$ cat config.mk
export PLATFORM = sky130hd
export DESIGN_NAME = tank_mode_and_relay_controller_flat
export DESIGN_NICKNAME = d
export VERILOG_FILES = /design/src/rtl/tmrc_pkg.sv /design/src/rtl/tmrc_if.sv /design/src/rtl/tmrc_cfg_regs.sv /design/src/rtl/tmrc_core.sv /design/src/rtl/tank_mode_and_relay_controller.sv /design/src/flat_wrapper.sv
export SDC_FILE = /design/constraint.sdc
export NUM_CORES = 1
export LEC_CHECK = 0
export ABC_AREA = 1
export BUFFER_PORTS_ARGS = -buffer_cell sky130_fd_sc_hd__buf_2
export CAP_MARGIN = 10
export CORE_MARGIN = 2
export CORE_UTILIZATION = 50
export DETAILED_ROUTE_END_ITERATION = 16
export HOLD_SLACK_MARGIN = 0.06
export PLACE_DENSITY_LB_ADDON = 0.3
export SETUP_SLACK_MARGIN = 0.02
export SLEW_MARGIN = 20
export SYNTH_ARGS = -nofsm -noshare
export SYNTH_HDL_FRONTEND = slang
export SYNTH_SLANG_ARGS = --single-unit
$ cat constraint.sdc
create_clock -name clk_i -period 7.7 [get_ports clk_i]
set_input_delay 0.385 -clock clk_i [delete_from_list [all_inputs] [get_ports clk_i]]
set_output_delay 0.385 -clock clk_i [all_outputs]
set_load 0.02 [all_outputs]
$ cat src/rtl/tmrc_pkg.sv
// ----------------------------------------------------------------------------
// tmrc_pkg
// Shared types and constants for the tank mode and relay controller.
// ----------------------------------------------------------------------------
`default_nettype none

package tmrc_pkg;

  // Field widths
  localparam int unsigned CNT_W    = 20;
  localparam int unsigned TEMP_W   = 16;
  localparam int unsigned SP_W     = 14;
  localparam int unsigned OFS_W    = 10;
  localparam int unsigned PRES_W   = 12;
  localparam int unsigned PIX_W    = 9;
  localparam int unsigned CMD_W    = 2;
  localparam int unsigned ADDR_W   = 5;
  localparam int unsigned DATA_W   = 32;
  localparam int unsigned REG_IDX_W = 3;

  // Event codes
  localparam logic [CMD_W-1:0] CMD_TICK   = 2'd0;
  localparam logic [CMD_W-1:0] CMD_SAMPLE = 2'd1;
  localparam logic [CMD_W-1:0] CMD_TOUCH  = 2'd2;

  // Register indexes
  localparam logic [REG_IDX_W-1:0] REG_TARGET_TEMP    = 3'd0;
  localparam logic [REG_IDX_W-1:0] REG_HEATER_OFFSET  = 3'd1;
  localparam logic [REG_IDX_W-1:0] REG_EXIT_MIN_TEMP  = 3'd2;
  localparam logic [REG_IDX_W-1:0] REG_CONFIRM_LIMIT  = 3'd3;
  localparam logic [REG_IDX_W-1:0] REG_OVERRIDE_LIMIT = 3'd4;
  localparam logic [REG_IDX_W-1:0] REG_SLEEP_LIMIT    = 3'd5;
  localparam logic [REG_IDX_W-1:0] REG_MIN_PRESSURE   = 3'd6;
  localparam logic [REG_IDX_W-1:0] REG_TEMP_DEADBAND  = 3'd7;

  // Register reset values
  localparam logic [SP_W-1:0]   RST_TARGET_TEMP    = 14'd7800;
  localparam logic [OFS_W-1:0]  RST_HEATER_OFFSET  = 10'd30;
  localparam logic [SP_W-1:0]   RST_EXIT_MIN_TEMP  = 14'd7400;
  localparam logic [CNT_W-1:0]  RST_CONFIRM_LIMIT  = 20'd2000;
  localparam logic [CNT_W-1:0]  RST_OVERRIDE_LIMIT = 20'd300000;
  localparam logic [CNT_W-1:0]  RST_SLEEP_LIMIT    = 20'd300000;
  localparam logic [PRES_W-1:0] RST_MIN_PRESSURE   = 12'd100;
  localparam logic [OFS_W-1:0]  RST_TEMP_DEADBAND  = 10'd5;

  // Temperature limits and reset temperature (hundredths of a degree F)
  localparam logic signed [TEMP_W-1:0] TEMP_LOW   = 16'sd3200;
  localparam logic signed [TEMP_W-1:0] TEMP_HIGH  = 16'sd12000;
  localparam logic signed [TEMP_W-1:0] TEMP_RESET = 16'sd7400;

  // Saturation value of the tick counters
  localparam logic [CNT_W-1:0] CNT_MAX = '1;

  // Maintenance button box, inclusive bounds
  localparam logic [PIX_W-1:0] MNT_X_LO = 9'd283;
  localparam logic [PIX_W-1:0] MNT_X_HI = 9'd472;
  localparam logic [PIX_W-1:0] MNT_Y_LO = 9'd5;
  localparam logic [PIX_W-1:0] MNT_Y_HI = 9'd34;

  // Lights panel box, inclusive bounds
  localparam logic [PIX_W-1:0] PNL_X_LO = 9'd240;
  localparam logic [PIX_W-1:0] PNL_X_HI = 9'd479;
  localparam logic [PIX_W-1:0] PNL_Y_LO = 9'd40;
  localparam logic [PIX_W-1:0] PNL_Y_HI = 9'd279;

  typedef enum logic [1:0] {
    MODE_NORMAL  = 2'd0,
    MODE_CONFIRM = 2'd1,
    MODE_ACTIVE  = 2'd2
  } mode_e;

  typedef struct packed {
    logic [SP_W-1:0]   target_temp;
    logic [OFS_W-1:0]  heater_offset;
    logic [SP_W-1:0]   exit_min_temp;
    logic [CNT_W-1:0]  confirm_limit;
    logic [CNT_W-1:0]  override_limit;
    logic [CNT_W-1:0]  sleep_limit;
    logic [PRES_W-1:0] min_pressure;
    logic [OFS_W-1:0]  temp_deadband;
  } cfg_t;

  typedef struct packed {
    logic [CMD_W-1:0]  command;
    logic [TEMP_W-1:0] temp_sample;
    logic [PIX_W-1:0]  touch_x;
    logic [PIX_W-1:0]  touch_y;
    logic [PRES_W-1:0] touch_pressure;
  } item_t;

  typedef struct packed {
    logic              heater_on;
    logic              filter_on;
    logic              lights_on;
    logic [1:0]        mode;
    logic              override_active;
    logic              display_asleep;
    logic              exit_refused;
    logic [TEMP_W-1:0] temperature;
  } result_t;

endpackage

`default_nettype wire

$ cat src/rtl/tmrc_if.sv
// ----------------------------------------------------------------------------
// tmrc_if
// Valid/ready channels for event items and result items.
// ----------------------------------------------------------------------------
`default_nettype none

interface tmrc_in_if;
  logic                               valid;
  logic                               ready;
  logic [tmrc_pkg::CMD_W-1:0]         command;
  logic signed [tmrc_pkg::TEMP_W-1:0] temp_sample;
  logic [tmrc_pkg::PIX_W-1:0]         touch_x;
  logic [tmrc_pkg::PIX_W-1:0]         touch_y;
  logic [tmrc_pkg::PRES_W-1:0]        touch_pressure;

  modport source (
    output valid, command, temp_sample, touch_x, touch_y, touch_pressure,
    input  ready
  );
  modport sink (
    input  valid, command, temp_sample, touch_x, touch_y, touch_pressure,
    output ready
  );
endinterface

interface tmrc_out_if;
  logic                               valid;
  logic                               ready;
  logic                               heater_on;
  logic                               filter_on;
  logic                               lights_on;
  logic [1:0]                         mode;
  logic                               override_active;
  logic                               display_asleep;
  logic                               exit_refused;
  logic signed [tmrc_pkg::TEMP_W-1:0] temperature;

  modport source (
    output valid, heater_on, filter_on, lights_on, mode, override_active,
           display_asleep, exit_refused, temperature,
    input  ready
  );
  modport sink (
    input  valid, heater_on, filter_on, lights_on, mode, override_active,
           display_asleep, exit_refused, temperature,
    output ready
  );
endinterface

`default_nettype wire

$ cat src/rtl/tmrc_cfg_regs.sv
// ----------------------------------------------------------------------------
// tmrc_cfg_regs
// APB register file holding the eight controller settings.
// ----------------------------------------------------------------------------
`default_nettype none

module tmrc_cfg_regs (
  input  wire logic                            clk_i,
  input  wire logic                            rst_ni,
  input  wire logic                            psel,
  input  wire logic                            penable,
  input  wire logic                            pwrite,
  input  wire logic [tmrc_pkg::ADDR_W-1:0]     paddr,
  input  wire logic [tmrc_pkg::DATA_W-1:0]     pwdata,
  output logic      [tmrc_pkg::DATA_W-1:0]     prdata,
  output logic                                 pready,
  output tmrc_pkg::cfg_t                       cfg_o
);

  tmrc_pkg::cfg_t                    cfg_q;
  logic [tmrc_pkg::REG_IDX_W-1:0]    idx;
  logic                              wr_en;

  assign idx    = paddr[tmrc_pkg::ADDR_W-1:2];
  assign wr_en  = psel && penable && pwrite;
  assign pready = 1'b1;
  assign cfg_o  = cfg_q;

  // Write the addressed register on the access phase
  always_ff @(posedge clk_i or negedge rst_ni) begin
    if (!rst_ni) begin
      cfg_q.target_temp    <= tmrc_pkg::RST_TARGET_TEMP;
      cfg_q.heater_offset  <= tmrc_pkg::RST_HEATER_OFFSET;
      cfg_q.exit_min_temp  <= tmrc_pkg::RST_EXIT_MIN_TEMP;
      cfg_q.confirm_limit  <= tmrc_pkg::RST_CONFIRM_LIMIT;
      cfg_q.override_limit <= tmrc_pkg::RST_OVERRIDE_LIMIT;
      cfg_q.sleep_limit    <= tmrc_pkg::RST_SLEEP_LIMIT;
      cfg_q.min_pressure   <= tmrc_pkg::RST_MIN_PRESSURE;
      cfg_q.temp_deadband  <= tmrc_pkg::RST_TEMP_DEADBAND;
    end else if (wr_en) begin
      case (idx)
        tmrc_pkg::REG_TARGET_TEMP:    cfg_q.target_temp    <= pwdata[tmrc_pkg::SP_W-1:0];
        tmrc_pkg::REG_HEATER_OFFSET:  cfg_q.heater_offset  <= pwdata[tmrc_pkg::OFS_W-1:0];
        tmrc_pkg::REG_EXIT_MIN_TEMP:  cfg_q.exit_min_temp  <= pwdata[tmrc_pkg::SP_W-1:0];
        tmrc_pkg::REG_CONFIRM_LIMIT:  cfg_q.confirm_limit  <= pwdata[tmrc_pkg::CNT_W-1:0];
        tmrc_pkg::REG_OVERRIDE_LIMIT: cfg_q.override_limit <= pwdata[tmrc_pkg::CNT_W-1:0];
        tmrc_pkg::REG_SLEEP_LIMIT:    cfg_q.sleep_limit    <= pwdata[tmrc_pkg::CNT_W-1:0];
        tmrc_pkg::REG_MIN_PRESSURE:   cfg_q.min_pressure   <= pwdata[tmrc_pkg::PRES_W-1:0];
        tmrc_pkg::REG_TEMP_DEADBAND:  cfg_q.temp_deadband  <= pwdata[tmrc_pkg::OFS_W-1:0];
        default: ;
      endcase
    end
  end

  // Return the addressed register, zero extended
  always_comb begin
    prdata = '0;
    case (idx)
      tmrc_pkg::REG_TARGET_TEMP:    prdata[tmrc_pkg::SP_W-1:0]   = cfg_q.target_temp;
      tmrc_pkg::REG_HEATER_OFFSET:  prdata[tmrc_pkg::OFS_W-1:0]  = cfg_q.heater_offset;
      tmrc_pkg::REG_EXIT_MIN_TEMP:  prdata[tmrc_pkg::SP_W-1:0]   = cfg_q.exit_min_temp;
      tmrc_pkg::REG_CONFIRM_LIMIT:  prdata[tmrc_pkg::CNT_W-1:0]  = cfg_q.confirm_limit;
      tmrc_pkg::REG_OVERRIDE_LIMIT: prdata[tmrc_pkg::CNT_W-1:0]  = cfg_q.override_limit;
      tmrc_pkg::REG_SLEEP_LIMIT:    prdata[tmrc_pkg::CNT_W-1:0]  = cfg_q.sleep_limit;
      tmrc_pkg::REG_MIN_PRESSURE:   prdata[tmrc_pkg::PRES_W-1:0] = cfg_q.min_pressure;
      tmrc_pkg::REG_TEMP_DEADBAND:  prdata[tmrc_pkg::OFS_W-1:0]  = cfg_q.temp_deadband;
      default:                      prdata = '0;
    endcase
  end

endmodule

`default_nettype wire

$ cat src/rtl/tmrc_core.sv
// ----------------------------------------------------------------------------
// tmrc_core
// Controller state, combinational event update and result register.
// ----------------------------------------------------------------------------
`default_nettype none

module tmrc_core (
  input  wire logic             clk_i,
  input  wire logic             rst_ni,
  input  wire tmrc_pkg::cfg_t   cfg_i,
  input  wire logic             item_valid_i,
  input  wire tmrc_pkg::item_t  item_i,
  output logic                  item_ready_o,
  output logic                  res_valid_o,
  output tmrc_pkg::result_t     res_o,
  input  wire logic             res_ready_i
);

  localparam int unsigned DIFF_W = tmrc_pkg::TEMP_W + 1;

  // State
  logic signed [tmrc_pkg::TEMP_W-1:0] temp_q, temp_d;
  tmrc_pkg::mode_e                    mode_q, mode_d;
  logic [tmrc_pkg::CNT_W-1:0]         confirm_cnt_q, confirm_cnt_d;
  logic [tmrc_pkg::CNT_W-1:0]         override_cnt_q, override_cnt_d;
  logic [tmrc_pkg::CNT_W-1:0]         idle_cnt_q, idle_cnt_d;
  logic                               lights_q, lights_d;
  logic                               override_q, override_d;
  logic                               asleep_q, asleep_d;

  // Result register
  logic                               res_valid_q;
  tmrc_pkg::result_t                  res_q, res_d;

  // Datapath
  logic                               advance;
  logic                               refused;
  logic [tmrc_pkg::CNT_W-1:0]         confirm_inc, override_inc, idle_inc;
  logic signed [DIFF_W-1:0]           diff;
  logic [DIFF_W-1:0]                  diff_abs;
  logic                               sample_ok;
  logic                               pressed, in_mnt, in_pnl;
  logic signed [DIFF_W-1:0]           heat_thr;

  assign advance      = item_valid_i && (!res_valid_q || res_ready_i);
  assign item_ready_o = !res_valid_q || res_ready_i;
  assign res_valid_o  = res_valid_q;
  assign res_o        = res_q;

  // Saturating counter increments
  assign confirm_inc  = (confirm_cnt_q == tmrc_pkg::CNT_MAX) ? tmrc_pkg::CNT_MAX
                                                              : confirm_cnt_q + 1'b1;
  assign override_inc = (override_cnt_q == tmrc_pkg::CNT_MAX) ? tmrc_pkg::CNT_MAX
                                                               : override_cnt_q + 1'b1;
  assign idle_inc     = (idle_cnt_q == tmrc_pkg::CNT_MAX) ? tmrc_pkg::CNT_MAX
                                                           : idle_cnt_q + 1'b1;

  // Sample acceptance: range window and deadband
  assign diff      = $signed({item_i.temp_sample[tmrc_pkg::TEMP_W-1], item_i.temp_sample})
                   - $signed({temp_q[tmrc_pkg::TEMP_W-1], temp_q});
  assign diff_abs  = diff[DIFF_W-1] ? DIFF_W'(-diff) : DIFF_W'(diff);
  assign sample_ok = ($signed(item_i.temp_sample) > tmrc_pkg::TEMP_LOW)
                  && ($signed(item_i.temp_sample) < tmrc_pkg::TEMP_HIGH)
                  && (diff_abs > DIFF_W'(cfg_i.temp_deadband));

  // Touch qualification and hit boxes
  assign pressed = item_i.touch_pressure >= cfg_i.min_pressure;
  assign in_mnt  = (item_i.touch_x >= tmrc_pkg::MNT_X_LO) && (item_i.touch_x <= tmrc_pkg::MNT_X_HI)
                && (item_i.touch_y >= tmrc_pkg::MNT_Y_LO) && (item_i.touch_y <= tmrc_pkg::MNT_Y_HI);
  assign in_pnl  = (item_i.touch_x >= tmrc_pkg::PNL_X_LO) && (item_i.touch_x <= tmrc_pkg::PNL_X_HI)
                && (item_i.touch_y >= tmrc_pkg::PNL_Y_LO) && (item_i.touch_y <= tmrc_pkg::PNL_Y_HI);

  // Heater threshold: set point minus offset
  assign heat_thr = $signed({3'b000, cfg_i.target_temp}) - $signed({7'd0, cfg_i.heater_offset});

  // Apply one event to the state
  always_comb begin
    temp_d         = temp_q;
    mode_d         = mode_q;
    confirm_cnt_d  = confirm_cnt_q;
    override_cnt_d = override_cnt_q;
    idle_cnt_d     = idle_cnt_q;
    lights_d       = lights_q;
    override_d     = override_q;
    asleep_d       = asleep_q;
    refused        = 1'b0;
    case (item_i.command)
      tmrc_pkg::CMD_TICK: begin
        if (mode_q == tmrc_pkg::MODE_CONFIRM) begin
          confirm_cnt_d = confirm_inc;
          if (confirm_inc >= cfg_i.confirm_limit) mode_d = tmrc_pkg::MODE_NORMAL;
        end
        if (override_q) begin
          override_cnt_d = override_inc;
          if (override_inc >= cfg_i.override_limit) begin
            override_d = 1'b0;
            lights_d   = 1'b0;
          end
        end
        if (!asleep_q) begin
          idle_cnt_d = idle_inc;
          if (idle_inc > cfg_i.sleep_limit) asleep_d = 1'b1;
        end
      end
      tmrc_pkg::CMD_SAMPLE: begin
        if (sample_ok) temp_d = item_i.temp_sample;
      end
      tmrc_pkg::CMD_TOUCH: begin
        if (pressed) begin
          idle_cnt_d = '0;
          if (asleep_q) begin
            // Wake only
            asleep_d = 1'b0;
          end else if (in_mnt) begin
            case (mode_q)
              tmrc_pkg::MODE_NORMAL: begin
                mode_d        = tmrc_pkg::MODE_CONFIRM;
                confirm_cnt_d = '0;
              end
              tmrc_pkg::MODE_CONFIRM: begin
                mode_d   = tmrc_pkg::MODE_ACTIVE;
                lights_d = 1'b1;
              end
              tmrc_pkg::MODE_ACTIVE: begin
                if ($signed({2'b00, temp_q}) >= $signed({4'd0, cfg_i.exit_min_temp}))
                  mode_d = tmrc_pkg::MODE_NORMAL;
                else
                  refused = 1'b1;
              end
              default: ;
            endcase
          end else if (mode_q != tmrc_pkg::MODE_ACTIVE && in_pnl && !lights_q) begin
            override_d     = 1'b1;
            override_cnt_d = '0;
            lights_d       = 1'b1;
          end
        end
      end
      default: ;
    endcase
  end

  // Build the result from the updated state
  always_comb begin
    res_d.filter_on       = (mode_d != tmrc_pkg::MODE_ACTIVE);
    res_d.heater_on       = (mode_d != tmrc_pkg::MODE_ACTIVE)
                         && ($signed({temp_d[tmrc_pkg::TEMP_W-1], temp_d}) < heat_thr);
    res_d.lights_on       = lights_d;
    res_d.mode            = mode_d;
    res_d.override_active = override_d;
    res_d.display_asleep  = asleep_d;
    res_d.exit_refused    = refused;
    res_d.temperature     = temp_d;
  end

  // State and result valid
  always_ff @(posedge clk_i or negedge rst_ni) begin
    if (!rst_ni) begin
      temp_q         <= tmrc_pkg::TEMP_RESET;
      mode_q         <= tmrc_pkg::MODE_NORMAL;
      confirm_cnt_q  <= '0;
      override_cnt_q <= '0;
      idle_cnt_q     <= '0;
      lights_q       <= 1'b0;
      override_q     <= 1'b0;
      asleep_q       <= 1'b0;
      res_valid_q    <= 1'b0;
    end else begin
      if (advance) begin
        temp_q         <= temp_d;
        mode_q         <= mode_d;
        confirm_cnt_q  <= confirm_cnt_d;
        override_cnt_q <= override_cnt_d;
        idle_cnt_q     <= idle_cnt_d;
        lights_q       <= lights_d;
        override_q     <= override_d;
        asleep_q       <= asleep_d;
      end
      if (item_ready_o) res_valid_q <= item_valid_i;
    end
  end

  // Hold the result payload until taken
  always_ff @(posedge clk_i) begin
    if (advance) res_q <= res_d;
  end

endmodule

`default_nettype wire

$ cat src/rtl/tank_mode_and_relay_controller.sv
// ----------------------------------------------------------------------------
// tank_mode_and_relay_controller
// Tank temperature, maintenance mode, lights override and display sleep.
// ----------------------------------------------------------------------------
// Takes one event item per clock (tick, temperature sample or touch) while
// the result side does not stall, and returns exactly one result item per
// event, showing the relay drives and state after that event. An item passes
// through an input register and then a result register, which presents its
// result until taken; the state update between those two registers is
// combinational. The input register lets a new item enter while the previous
// result still waits. Settings are to be written over the APB port only
// while no item is in flight; the block itself does not enforce this.
`default_nettype none

module tank_mode_and_relay_controller (
  input  wire logic                            clk_i,
  input  wire logic                            rst_ni,
  tmrc_in_if.sink                              in_if,
  tmrc_out_if.source                           out_if,
  input  wire logic                            psel,
  input  wire logic                            penable,
  input  wire logic                            pwrite,
  input  wire logic [tmrc_pkg::ADDR_W-1:0]     paddr,
  input  wire logic [tmrc_pkg::DATA_W-1:0]     pwdata,
  output logic      [tmrc_pkg::DATA_W-1:0]     prdata,
  output logic                                 pready
);

  tmrc_pkg::cfg_t    cfg;
  tmrc_pkg::item_t   item_q;
  logic              in_valid_q;
  logic              core_ready;
  logic              res_valid;
  tmrc_pkg::result_t res;

  // Settings
  tmrc_cfg_regs u_cfg (
    .clk_i   (clk_i),
    .rst_ni  (rst_ni),
    .psel    (psel),
    .penable (penable),
    .pwrite  (pwrite),
    .paddr   (paddr),
    .pwdata  (pwdata),
    .prdata  (prdata),
    .pready  (pready),
    .cfg_o   (cfg)
  );

  // Input register: refill when empty or whenever the core takes the held item
  assign in_if.ready = !in_valid_q || core_ready;

  always_ff @(posedge clk_i or negedge rst_ni) begin
    if (!rst_ni) begin
      in_valid_q <= 1'b0;
    end else if (in_if.ready) begin
      in_valid_q <= in_if.valid;
    end
  end

  always_ff @(posedge clk_i) begin
    if (in_if.valid && in_if.ready) begin
      item_q.command        <= in_if.command;
      item_q.temp_sample    <= in_if.temp_sample;
      item_q.touch_x        <= in_if.touch_x;
      item_q.touch_y        <= in_if.touch_y;
      item_q.touch_pressure <= in_if.touch_pressure;
    end
  end

  // State update and result register
  tmrc_core u_core (
    .clk_i        (clk_i),
    .rst_ni       (rst_ni),
    .cfg_i        (cfg),
    .item_valid_i (in_valid_q),
    .item_i       (item_q),
    .item_ready_o (core_ready),
    .res_valid_o  (res_valid),
    .res_o        (res),
    .res_ready_i  (out_if.ready)
  );

  // Drive the result channel
  assign out_if.valid           = res_valid;
  assign out_if.heater_on       = res.heater_on;
  assign out_if.filter_on       = res.filter_on;
  assign out_if.lights_on       = res.lights_on;
  assign out_if.mode            = res.mode;
  assign out_if.override_active = res.override_active;
  assign out_if.display_asleep  = res.display_asleep;
  assign out_if.exit_refused    = res.exit_refused;
  assign out_if.temperature     = res.temperature;

  // Heater never runs with the filter stopped
  a_heater_needs_filter: assert property (@(posedge clk_i) disable iff (!rst_ni)
    out_if.valid && out_if.heater_on |-> out_if.filter_on)
    else $error("heater on while filter off");

  // A refused exit only happens in maintenance
  a_refuse_in_active: assert property (@(posedge clk_i) disable iff (!rst_ni)
    out_if.valid && out_if.exit_refused |-> out_if.mode == tmrc_pkg::MODE_ACTIVE)
    else $error("exit refused outside active mode");

  // A running override keeps the lights on
  a_override_lights: assert property (@(posedge clk_i) disable iff (!rst_ni)
    out_if.valid && out_if.override_active |-> out_if.lights_on)
    else $error("override running with lights off");

  // An accepted item is held in the input register next cycle
  a_accept_held: assert property (@(posedge clk_i) disable iff (!rst_ni)
    in_if.valid && in_if.ready |=> in_valid_q)
    else $error("accepted item lost");

endmodule

`default_nettype wire

$ cat src/flat_wrapper.sv
// flat-port wrapper written by rule: the top's interface ports become plain ports
module tank_mode_and_relay_controller_flat 
  (clk_i, rst_ni, psel, penable, pwrite, paddr, pwdata, prdata, pready, in_if_valid, in_if_command, in_if_temp_sample, in_if_touch_x, in_if_touch_y, in_if_touch_pressure, in_if_ready, out_if_valid, out_if_heater_on, out_if_filter_on, out_if_lights_on, out_if_mode, out_if_override_active, out_if_display_asleep, out_if_exit_refused, out_if_temperature, out_if_ready);
  tmrc_in_if in_if_i ();
  tmrc_out_if out_if_i ();
  input  wire logic clk_i;
  input  wire logic rst_ni;
  input  wire logic psel;
  input  wire logic penable;
  input  wire logic pwrite;
  input  wire logic [tmrc_pkg::ADDR_W-1:0] paddr;
  input  wire logic [tmrc_pkg::DATA_W-1:0] pwdata;
  output logic      [tmrc_pkg::DATA_W-1:0] prdata;
  output logic pready;
  input wire logic [$bits(in_if_i.valid)-1:0] in_if_valid;
  input wire logic [$bits(in_if_i.command)-1:0] in_if_command;
  input wire logic [$bits(in_if_i.temp_sample)-1:0] in_if_temp_sample;
  input wire logic [$bits(in_if_i.touch_x)-1:0] in_if_touch_x;
  input wire logic [$bits(in_if_i.touch_y)-1:0] in_if_touch_y;
  input wire logic [$bits(in_if_i.touch_pressure)-1:0] in_if_touch_pressure;
  output wire logic [$bits(in_if_i.ready)-1:0] in_if_ready;
  output wire logic [$bits(out_if_i.valid)-1:0] out_if_valid;
  output wire logic [$bits(out_if_i.heater_on)-1:0] out_if_heater_on;
  output wire logic [$bits(out_if_i.filter_on)-1:0] out_if_filter_on;
  output wire logic [$bits(out_if_i.lights_on)-1:0] out_if_lights_on;
  output wire logic [$bits(out_if_i.mode)-1:0] out_if_mode;
  output wire logic [$bits(out_if_i.override_active)-1:0] out_if_override_active;
  output wire logic [$bits(out_if_i.display_asleep)-1:0] out_if_display_asleep;
  output wire logic [$bits(out_if_i.exit_refused)-1:0] out_if_exit_refused;
  output wire logic [$bits(out_if_i.temperature)-1:0] out_if_temperature;
  input wire logic [$bits(out_if_i.ready)-1:0] out_if_ready;
  assign in_if_i.valid = in_if_valid;
  assign in_if_i.command = in_if_command;
  assign in_if_i.temp_sample = in_if_temp_sample;
  assign in_if_i.touch_x = in_if_touch_x;
  assign in_if_i.touch_y = in_if_touch_y;
  assign in_if_i.touch_pressure = in_if_touch_pressure;
  assign in_if_ready = in_if_i.ready;
  assign out_if_valid = out_if_i.valid;
  assign out_if_heater_on = out_if_i.heater_on;
  assign out_if_filter_on = out_if_i.filter_on;
  assign out_if_lights_on = out_if_i.lights_on;
  assign out_if_mode = out_if_i.mode;
  assign out_if_override_active = out_if_i.override_active;
  assign out_if_display_asleep = out_if_i.display_asleep;
  assign out_if_exit_refused = out_if_i.exit_refused;
  assign out_if_temperature = out_if_i.temperature;
  assign out_if_i.ready = out_if_ready;
  tank_mode_and_relay_controller u_core (.clk_i(clk_i), .rst_ni(rst_ni), .in_if(in_if_i), .out_if(out_if_i), .psel(psel), .penable(penable), .pwrite(pwrite), .paddr(paddr), .pwdata(pwdata), .prdata(prdata), .pready(pready));
endmodule
Word-level counts from Yosys, hierarchy flattened
Index checks and enable logic that the tools add are counted.
{"block": "op_classes", "n_addsub": 6, "n_mul": 0, "n_div": 0, "order_cmp": 17, "eq_ne": 25, "shift": 0, "mux": 53, "bitwise": 4, "reduce_logical": 36}
{"operator": "20-bit two-way mux", "count": 15}
{"operator": "20-bit case mux with 2 select lines", "count": 3}
{"operator": "10-bit case mux with 8 select lines", "count": 1}
{"operator": "20-bit by 1-bit adder with 20-bit output, second input constant", "count": 3}
{"operator": "20-bit == test, second input constant", "count": 3}
{"operator": "20-bit >= comparator", "count": 2}
{"operator": "16-bit two-way mux", "count": 2}
{"operator": "9-bit less-or-equal comparator, second input constant", "count": 3}
{"operator": "20-bit > comparator", "count": 1}
{"operator": "2-bit != test, second input constant", "count": 10}
{"operator": "6-bit case mux with 3 select lines", "count": 1}
{"operator": "17-bit by 10-bit > comparator with 1-bit output", "count": 1}
{"operator": "1-bit two-way mux", "count": 17}
{"operator": "17-bit two-way mux", "count": 1}
{"operator": "17-bit negator", "count": 1}
{"operator": "16-bit by 16-bit subtractor with 17-bit output", "count": 1}
{"operator": "16-bit by 14-bit >= comparator with 1-bit output", "count": 1}
{"operator": "16-bit by 13-bit > comparator with 1-bit output, second input constant", "count": 1}
{"operator": "16-bit by 15-bit < comparator with 1-bit output", "count": 1}
{"operator": "16-bit by 15-bit < comparator with 1-bit output, second input constant", "count": 1}
{"operator": "2-bit AND reduction", "count": 8}
{"operator": "1-bit logical AND", "count": 15}
{"operator": "14-bit by 10-bit subtractor with 15-bit output", "count": 1}
{"operator": "7-bit AND reduction", "count": 2}
{"operator": "26 further kinds", "count": 46}
{"block": "word_totals", "regBits": 275, "latch_bits": 0, "ram_bits": 0, "rom_bits": 0, "inputBits": 92, "out_inout_bits": 59, "elab_cells": 172, "n_memories": 0}

Longest topological paths before layout
Gate-level depths: netlist of run 1.
{"block": "depth", "word_depth": 11, "depth_mapped": 45}

Cells and area by module
From an unflattened synthesis of run 1, not the netlist that was laid out.
{"block": "hier_totals", "cells_unflattened": 2307, "hier_area_um2": 17944.7}
{"mod": "tmrc_core", "n_inst": 1, "cells_per_inst": 1562, "area_per_inst_um2": 10751.6, "seq_area_each_um2": 2781.4}
{"mod": "tmrc_cfg_regs", "n_inst": 1, "cells_per_inst": 691, "area_per_inst_um2": 5706.7, "seq_area_each_um2": 3060.4}
{"mod": "tank_mode_and_relay_controller", "n_inst": 1, "cells_per_inst": 54, "area_per_inst_um2": 1486.4, "seq_area_each_um2": 1466.4}

Worst setup path after synthesis of run 1
Ideal clock, no wire load.
{"block": "synth_timing", "kind": "reg2reg", "start": "register u_core.u_core.temp_q[0] (netlist name)", "end": "register u_core.u_core.res_q, in the netlist u_core.u_core.res_o[23], data pin", "setup_time_ns": 0.255, "arrival_time_ns": 4.688, "required_ns": 7.445, "path_slack_ns": 2.758, "stages_incl_launch_ff": 41, "period_less_slack_ns": 4.942, "cell_sequence": "dfrtp_1 > ha_1 > fa_1 > inv_1 > nand2_1 > nand2_1 > nand3_2 > nand2_2 > nand3_2 > nand2_1 > nand2_2 > nand2_4 > inv_2 > buf_6 > nand2_1 > xor2_1 > ha_1 > a21oi_1 > [... 5 more ...] > nand2_1 > o21ai_0 > inv_1 > nand3_1 > nor2_2 > nand3_2 > nand2_4 > inv_1 > clkbuf_1 > o21ai_0 > ha_1 > nand2_1 > nor2_1 > a211oi_1 > o221a_2 > nand3_1 > nand2_1 > nor2_1"}
{"element": "start: declaration", "line_no": "tmrc_core.sv:22", "rtl": "logic signed [tmrc_pkg::TEMP_W-1:0] temp_q, temp_d;"}
{"element": "start signal: assignment", "line_no": "tmrc_core.sv:159", "rtl": "temp_q <= tmrc_pkg::TEMP_RESET;"}
{"element": "start signal: assignment", "line_no": "tmrc_core.sv:170", "rtl": "temp_q <= temp_d;"}
{"element": "end signal: assignment", "line_no": "tmrc_core.sv:185", "rtl": "if (advance) res_q <= res_d;"}
{"element": "end: declaration", "line_no": "tmrc_core.sv:33", "rtl": "tmrc_pkg::result_t res_q, res_d;"}

==> results of run 1 <==
-- final timing paths --
path,endpoint,slack (ps),cells after the start
max in group asynchronous,u_core.u_cfg.cfg_o[72]$_DFFE_PN1P_,5990,4
worst max-delay path,u_core.u_core.res_o[23]$_DFFE_PP_,1850,38
worst min-delay path,u_core.u_cfg.cfg_o[110]$_DFFE_PN1P_,110,3
worst max register to register,u_core.u_core.res_o[23]$_DFFE_PP_,1850,38
worst min register to register,u_core.u_cfg.cfg_o[97]$_DFFE_PN1P_,500,2
min in group asynchronous,u_core.u_cfg.cfg_o[84]$_DFFE_PN0P_,430,2
-- metrics by stage --
stage | hold slack, ps | area, sq um
after floorplan | 89.4 | 17200
after global placement | 471 | 18300
after detailed placement | 477 | 18300
after CTS | 67.2 | 19800
after global routing | 112 | 19800
final | 108 | 19800
-- layout make-up --
type / count / area share, %
antenna: 1 / 0.0126
clock buffer: 45 / 4.38
clock inverter: 13 / 0.511
inverter: 352 / 6.67
multi-input combinational: 1447 / 42.0
sequential: 275 / 36.9
tap: 448 / 2.83
timing repair buffer: 197 / 6.76
-- synthesized netlist by cell type, types with 41 or more instances --
| cell type | number |
|---|---|
| a21oi_1 | 94 |
| clkbuf_1 | 49 |
| dfrtp_1 | 150 |
| dfstp_2 | 53 |
| edfxtp_1 | 72 |
| ha_1 | 145 |
| inv_1 | 339 |
| nand2_1 | 433 |
| nand3_1 | 104 |
| nor2_1 | 131 |
| nor3_1 | 41 |
| o21ai_0 | 237 |
-- cells by family after synthesis --
logic type / Yosys count
xor gates and xnor gates: 43
DFF: 275
and+or+nand+nor: 792
other: 2
AOI/OAI and AO/OA: 452
buffers and inverters: 419
adders and majority gates: 147
-- critical path, delay by kind of cell (launching register included) --
kind	cells	cell delay, ps
AND/OR/NAND/NOR	23	2090
adder cells (fa/ha/maj)	4	1230
AO/OA/AOI/OAI	6	1070
buffers and inverters	4	630
flip-flops	1	420
XOR/XNOR	1	150
-- registers in the layout, summed over array words and instances (netlist names) --
name / cells
u_core.u_core.lights_q: 1
u_core.item_q: 48
u_core.u_core.override_q: 1
u_core.u_core.confirm_cnt_q: 20
u_core.u_core.mode_q: 2
u_core.u_core.res_valid_o: 1
u_core.u_core.temp_q: 16
u_core.u_core.asleep_q: 1
u_core.u_core.override_cnt_q: 20
u_core.u_core.res_o: 24
u_core.u_core.idle_cnt_q: 20
u_core.u_cfg.cfg_o: 120
u_core.in_valid_q: 1
-- power by group through the flow --
stage	Sequential, mW	Clock, mW	Combinational (mW)
detailed placement	2.23	0	2.89
finish	2.22	1.43	2.95
global route	2.26	1.50	3.40
global placement	2.22	0	2.77
CTS	2.21	1.44	2.93
floorplan	2.19	0	2.14
-- metal layers --
layer	share of wire, %	global-route usage (%)	vias up
met5	0.064	0	-
met4	3.6	9.21	6
met3	8.9	6.88	99
met2	44	42.8	606
met1	43	37.4	7204
li1	-	-	7439
-- cell usage in the layout (no fill, tap or decap), drive strengths merged, types with 14 or more instances in the layout --
| master | n |
|---|---|
| a21oi | 97 |
| buf | 140 |
| clkbuf | 46 |
| clkinv | 14 |
| dfrtp | 150 |
| dfstp | 53 |
| dlygate4sd3 | 56 |
| edfxtp | 72 |
| ha | 145 |
| inv | 349 |
| nand2 | 450 |
| nand3 | 110 |
| nand4 | 29 |
| nor2 | 138 |
| nor3 | 42 |
| o211ai | 16 |
| o21ai | 238 |
| o22ai | 29 |
| xor2 | 36 |
==> summary.md, run 1 <==
| Metric | Value |
|---|---|
| Post-cts repair resize count | 0 |
| Post-route worst setup slack | roughly 1900 ps |
| Post-CTS Setup Bufs | 0 |
| Post-synth cell types | 60 |
| Via total after detailed routing | around 15000 |
| FF+latch area | 7310 sq um |
| Clk root buf | clkbuf_16 |
| Post-CTS Hold Buffers | 56 |
| Combinational fraction of design power | between 40% and 50% |
| Mux share of post-synthesis cell area | 0% |
| Pre-CTS worst setup slack | between 1500 and 2000 ps |
| Worst Path Arrival | ~6000 ps |
| TritonCTS clock tree | done |
| Area share of the largest cell type after synthesis | 21.8% |
| Final wirelength | ~50 mm |
| Post-route ant nets | 0 |
| Compound-Gate Fraction of Synth Area | approximately 15% |
| CTS Sinks | 275 |
| Routability cong. | 0.954 |
| Clk_skew | roughly 18 ps |
| Syn-to-layout area delta | 15.2% |
| Vias in the first global route | about 15000 |
| Inst Count DP | ~2700 |
| Combinational family with the most area after synthesis | simple AND/OR/NAND/NOR gates |
| Min cycle time layout | roughly 6000 ps |
| Global-route wire length before repair | just under 80 mm |
| Sequential area share after synthesis | between 40% and 50% |
| Skew-Pair Late Insertion Delay | ~580 ps |
| Yosys reg bits | 275 |
| DPL Wire Length | 36.4 mm |
| Type of the worst min-delay path | input pin to flip-flop |
| Synth area leaders | dfrtp_1, edfxtp_1, ha_1 |
| Clock share of power | a little over a fifth |
| Xor/xnor share of the synthesized area | 2.19% |
| Largest area contributor in the netlist | dfrtp_1 |
| Share of cells above drive strength 1 | ~13% |
| DRT iter0 DRCs | 1500 |
| FMAX | approximately 170 MHz |
| Reg2reg start | u_core.u_core.temp_q[0]$_DFFE_PN0P_ |
| Site Rows | between 60 and 70 |
| Maximum fanout along the worst path | 18 |
| Fillers | 2967 |
| Core Util, Final | approximately three fifths |
| Slowest stage delay, CP | about 420 ps |
| Internal power | roughly 3.8 mW |
| Adder-Cell Fraction of Synth Area | 10.8% |
| Syn Std Cell Area | between 15000 and 20000 sq um |
| Die Width | around 190 um |
| Setup Crit Path Kind | flip-flop to flip-flop |
| Actual slew at the worst max-slew pin | slightly above 1000 ps |
| Max Cap Viol | 0 |
| Critical Path RT | 8030 ps |
| CP max stage cell | dfrtp_1 |
| H-tree levels | 1 |
| Power Density | around 330 nW/um^2 |
| Initial antenna violation count | 4 |
| Setup TNS Final | 0 ps |
| Synth Area in Simple Gates | about 20% |
| Crit. End Element | flip-flop |
| Sw power | roughly 2.8 mW |
| Post-route DRC | 0 |
| Overall Power | 6.59 mW |
| Crit start category | flip-flop |
| Slew margin rel. | 30.4% |
| Synth async-reset ratio | between 70% and 80% |
| Final Cycle Share | between 70% and 80% |
| Die area | roughly 36000 sq um |
| Clk buf depth | 3 |
| Net switching fraction of the power | around two fifths |
| Min-delay src | pwdata[4] |
| Pre-antenna DRT Iters | 6 |
| Peak supply drop | between 0.2 and 0.25 mV |
| GR Util All Layers | between 20% and 30% |
| WL/cell | about 18 um |
| Number of flops mapped to enable cells by yosys | just over 70 |
| Overflow after GRT | 0 |
| Synth Warn # | 0 |
| Primary FF master, synth | dfrtp_1 |
| Pin count of the biggest net entering global routing | 85 |
| Status | finished clean |
| Post-layout nets | between 2000 and 3000 |
| Die height | around 190 um |
| Via/cell ratio | roughly 5.5 |
| Final Hold Fails | 0 |
| Critical Path Most Common Cell | nand2_1 |
| Core box area | 33700 sq um |
| Slew Limit Fails | 0 |
| Leak | around 9.5 nW |
| Clk slew on worst S/H paths | 60 ps |
| Initial Util | between 50% and 60% |
| Share of power burned in registers | 33.7% |
| Multi-input logic area | roughly 8300 sq um |
| Final setup viols | 0 |
| Worst Setup SP | u_core.u_core.temp_q[0]$_DFFE_PN0P_ |
| Mean post-synth cell area | a little over 8 sq um |
| CTS buffer count | 31 |
| Io pins | between 150 and 200 |
| Count of input and output buffers | 123 |
| Gate Count Post-Synth | 2130 |
| RSZ-0062 raised after global routing | false |
| Fin cells | approximately 2800 |
Note: power is estimated with default switching activity, not from simulation.
==> inputs of run 2 (changes only) <==
==> constraint.sdc (replaced) <==
create_clock -name clk_i -period 6.1 [get_ports clk_i]
set_input_delay 0.305 -clock clk_i [delete_from_list [all_inputs] [get_ports clk_i]]
set_output_delay 0.305 -clock clk_i [all_outputs]
set_load 0.02 [all_outputs]
==> run 2 against run 1 <==
Hold slack worse by 13 ps; cell area is 1.2% higher; register-to-register slack worse by 1300 ps; final cell count grew 0.68%.
==> summary.md, run 2 (synthesis gave the netlist of run 1 again) <==
| Metric | Value |
|---|---|
| Status | finished clean |
| Count of input and output buffers | 123 (unchanged) |
| Slew margin rel. | 29.1% (-1.3 points) |
| FMAX | 181 MHz (+6.0%) |
| Routability cong. | 0.933 (-2.1%) |
| Core box area | 33700 sq um (unchanged) |
| Die height | 189 um (unchanged) |
| Syn-to-layout area delta | 16.7% |
| Actual slew at the worst max-slew pin | 1060 ps (+19.7 ps) |
| Skew-Pair Late Insertion Delay | 580 ps (about the same) |
| Die area | 35900 sq um (unchanged) |
| Pin count of the biggest net entering global routing | 77 (-9.4%) |
| WL/cell | 17.6 um (+0.29%) |
| Io pins | 151 (unchanged) |
| CTS Sinks | 275 (unchanged) |
| Overflow after GRT | 0 (unchanged) |
| Power Density | 422 nW/um^2 (+27%) |
| Most common cell after layout, fill and taps aside | nand2_1 |
| Site Rows | 67 (unchanged) |
| CP max stage cell | dfrtp_1 |
| Clk slew on worst S/H paths | 60 ps (about the same) |
| Antenna diodes | 0 (-1) |
| Setup TNS Final | 0 ps (unchanged) |
| Reg2reg start | u_core.u_core.temp_q[0]$_DFFE_PN0P_ |
| Crit start category | flip-flop |
| Setup Crit Path Kind | flip-flop to flip-flop |
| Pre-antenna DRT Iters | 6 (unchanged) |
| DPL Wire Length | 36.5 mm (+0.40%) |
| Crit. End Element | flip-flop |
| Critical Path RT | 6420 ps (-1610 ps) |
| DRT iter0 DRCs | 1504 (+0.27%) |
| Final Hold Fails | 0 (unchanged) |
| Via/cell ratio | 5.52 (-0.12%) |
| Vias in the first global route | 14725 (-0.92%) |
| GR Util All Layers | 27.6% (+0.15 points) |
| Maximum fanout along the worst path | 18 (unchanged) |
| Worst Setup SP | u_core.u_core.temp_q[0]$_DFFE_PN0P_ |
| Post-route ant nets | 0 (unchanged) |
| Post-layout nets | 2564 (+0.83%) |
| TritonCTS clock tree | done |
| Leak | 9.59 nW (+1.2%) |
| Most frequent cells in the layout | nand2_1, inv_1, o21ai_0 |
| Clk buf depth | 3 (unchanged) |
| Reg2Reg Depth | 40 (+5.3%) |
| Critical Path Most Common Cell | nand2_1 |
| Final setup viols | 0 (unchanged) |
| Type of the worst min-delay path | input pin to flip-flop |
| Min cycle time layout | 5520 ps (-330 ps) |
| H-tree levels | 1 (unchanged) |
| CP Capture Point | u_core.u_core.res_o[23]$_DFFE_PP_ |
| Die Width | 189 um (unchanged) |
| Clk root buf | clkbuf_16 |
| Fillers | 2962 (-0.17%) |
| Final Cycle Share | 90.5% (+15 points) |
| Max Cap Viol | 0 (unchanged) |
| Final wirelength | 49.2 mm (+0.98%) |
| Clk_skew | 13.2 ps (-4.39 ps) |
| Initial antenna violation count | 1 (-3) |
| RSZ-0062 raised after global routing | false |
| CTS buffer count | 31 (unchanged) |
| Post-route DRC | 0 (unchanged) |
| Via total after detailed routing | 15440 (+0.56%) |
| R2R Setup Slk | 580 ps (-1270 ps) |
| Overall Power | 8.46 mW (+28%) |
| Slowest stage delay, CP | 420 ps (about the same) |
| Share of cells above drive strength 1 | 13.0% (+0.23 points) |
| Slew Limit Fails | 0 (unchanged) |
| Worst R2R End | u_core.u_core.res_o[23]$_DFFE_PP_ |
| Max reg flops | 120 (unchanged) |
| Peak supply drop | 0.277 mV (+18%) |
| Global-route wire length before repair | 78.6 mm (+0.87%) |
| Initial Util | 51.1% (unchanged) |
| Worst Path Arrival | 5840 ps (-340 ps) |
## run 2: layout make-up
class	count	area, sq um	share of cell area (%)
Clock buffer	46	903	4.50
Clock inverter	11	133	0.661
Inverter	352	1330	6.61
Multi-Input combinational cell	1447	8320	41.5
Sequential cell	275	7310	36.4
Tap cell	448	561	2.79
Timing Repair Buffer	218	1510	7.54
## run 2: worst min-delay path by stage
stage / to / from / cells past startpoint / slack, ps
final: u_core.u_cfg.cfg_o[55]$_DFFE_PN0P_ / pwdata[13] / 3 / 100
after global routing: u_core.u_cfg.cfg_o[55]$_DFFE_PN0P_ / pwdata[13] / 3 / 90
after CTS: u_core.u_cfg.cfg_o[55]$_DFFE_PN0P_ / pwdata[13] / 3 / 80
after detailed placement: u_core.u_cfg.cfg_o[107]$_DFFE_PN0P_ / rst_ni / 1 / 400
after global placement: u_core.u_cfg.cfg_o[107]$_DFFE_PN0P_ / rst_ni / 1 / 390
after floorplan: u_core.in_valid_q$_DFFE_PN0N_ / rst_ni / 0 / 9
## run 2: repair_timing
item | 4_1_cts | 5_1_grt
endpoints found under the setup margin | 0 | 1
endpoints found under the hold margin | 168 | 0
buffers inserted | 0 | 5
gates resized for setup | 0 | 8
hold buffers | 71 | 0
## run 2: worst max-delay path: cells and delay by family (launching register included)
kind	cells	cell delay, ps
buf+inv	5	530
simple gates	23	1930
compound gates	7	1060
xor+xnor	1	130
fa+ha+maj	4	1200
flops	1	420
## run 2: where the power goes
part	internal, mW	switching [mW]	total [mW]
Combinational	1.37	2.37	3.74
Clock	1.14	0.771	1.92
Sequential	2.45	0.355	2.81
## run 2: per-layer routing
metal  vias up  track usage [%]  routed length, um
met5         -                0                  0
met2       653             43.9              21800
met1      7217             38.8              22000
li1       7468                -                  -
met4         0             8.77               1720
met3       102             4.21               3740
## run 2: per-stage QoR
| stage | util [%] | hold slack (ps) | worst slack (ps) | cell area, sq um | cells |
|---|---|---|---|---|---|
| 2_1_floorplan | - | 9.41 | 1160 | 17200 | 2141 |
| 4_1_cts | 59.4 | 77.0 | 440 | 20000 | 2792 |
| 3_3_place_gp | 54.2 | 390 | 537 | 18300 | 2664 |
| 6_report | 59.6 | 95.0 | 580 | 20100 | 2797 |
| 3_5_place_dp | 54.2 | 400 | 477 | 18300 | 2664 |
| 5_1_grt | 59.6 | 92.4 | 12.7 | 20100 | 2797 |
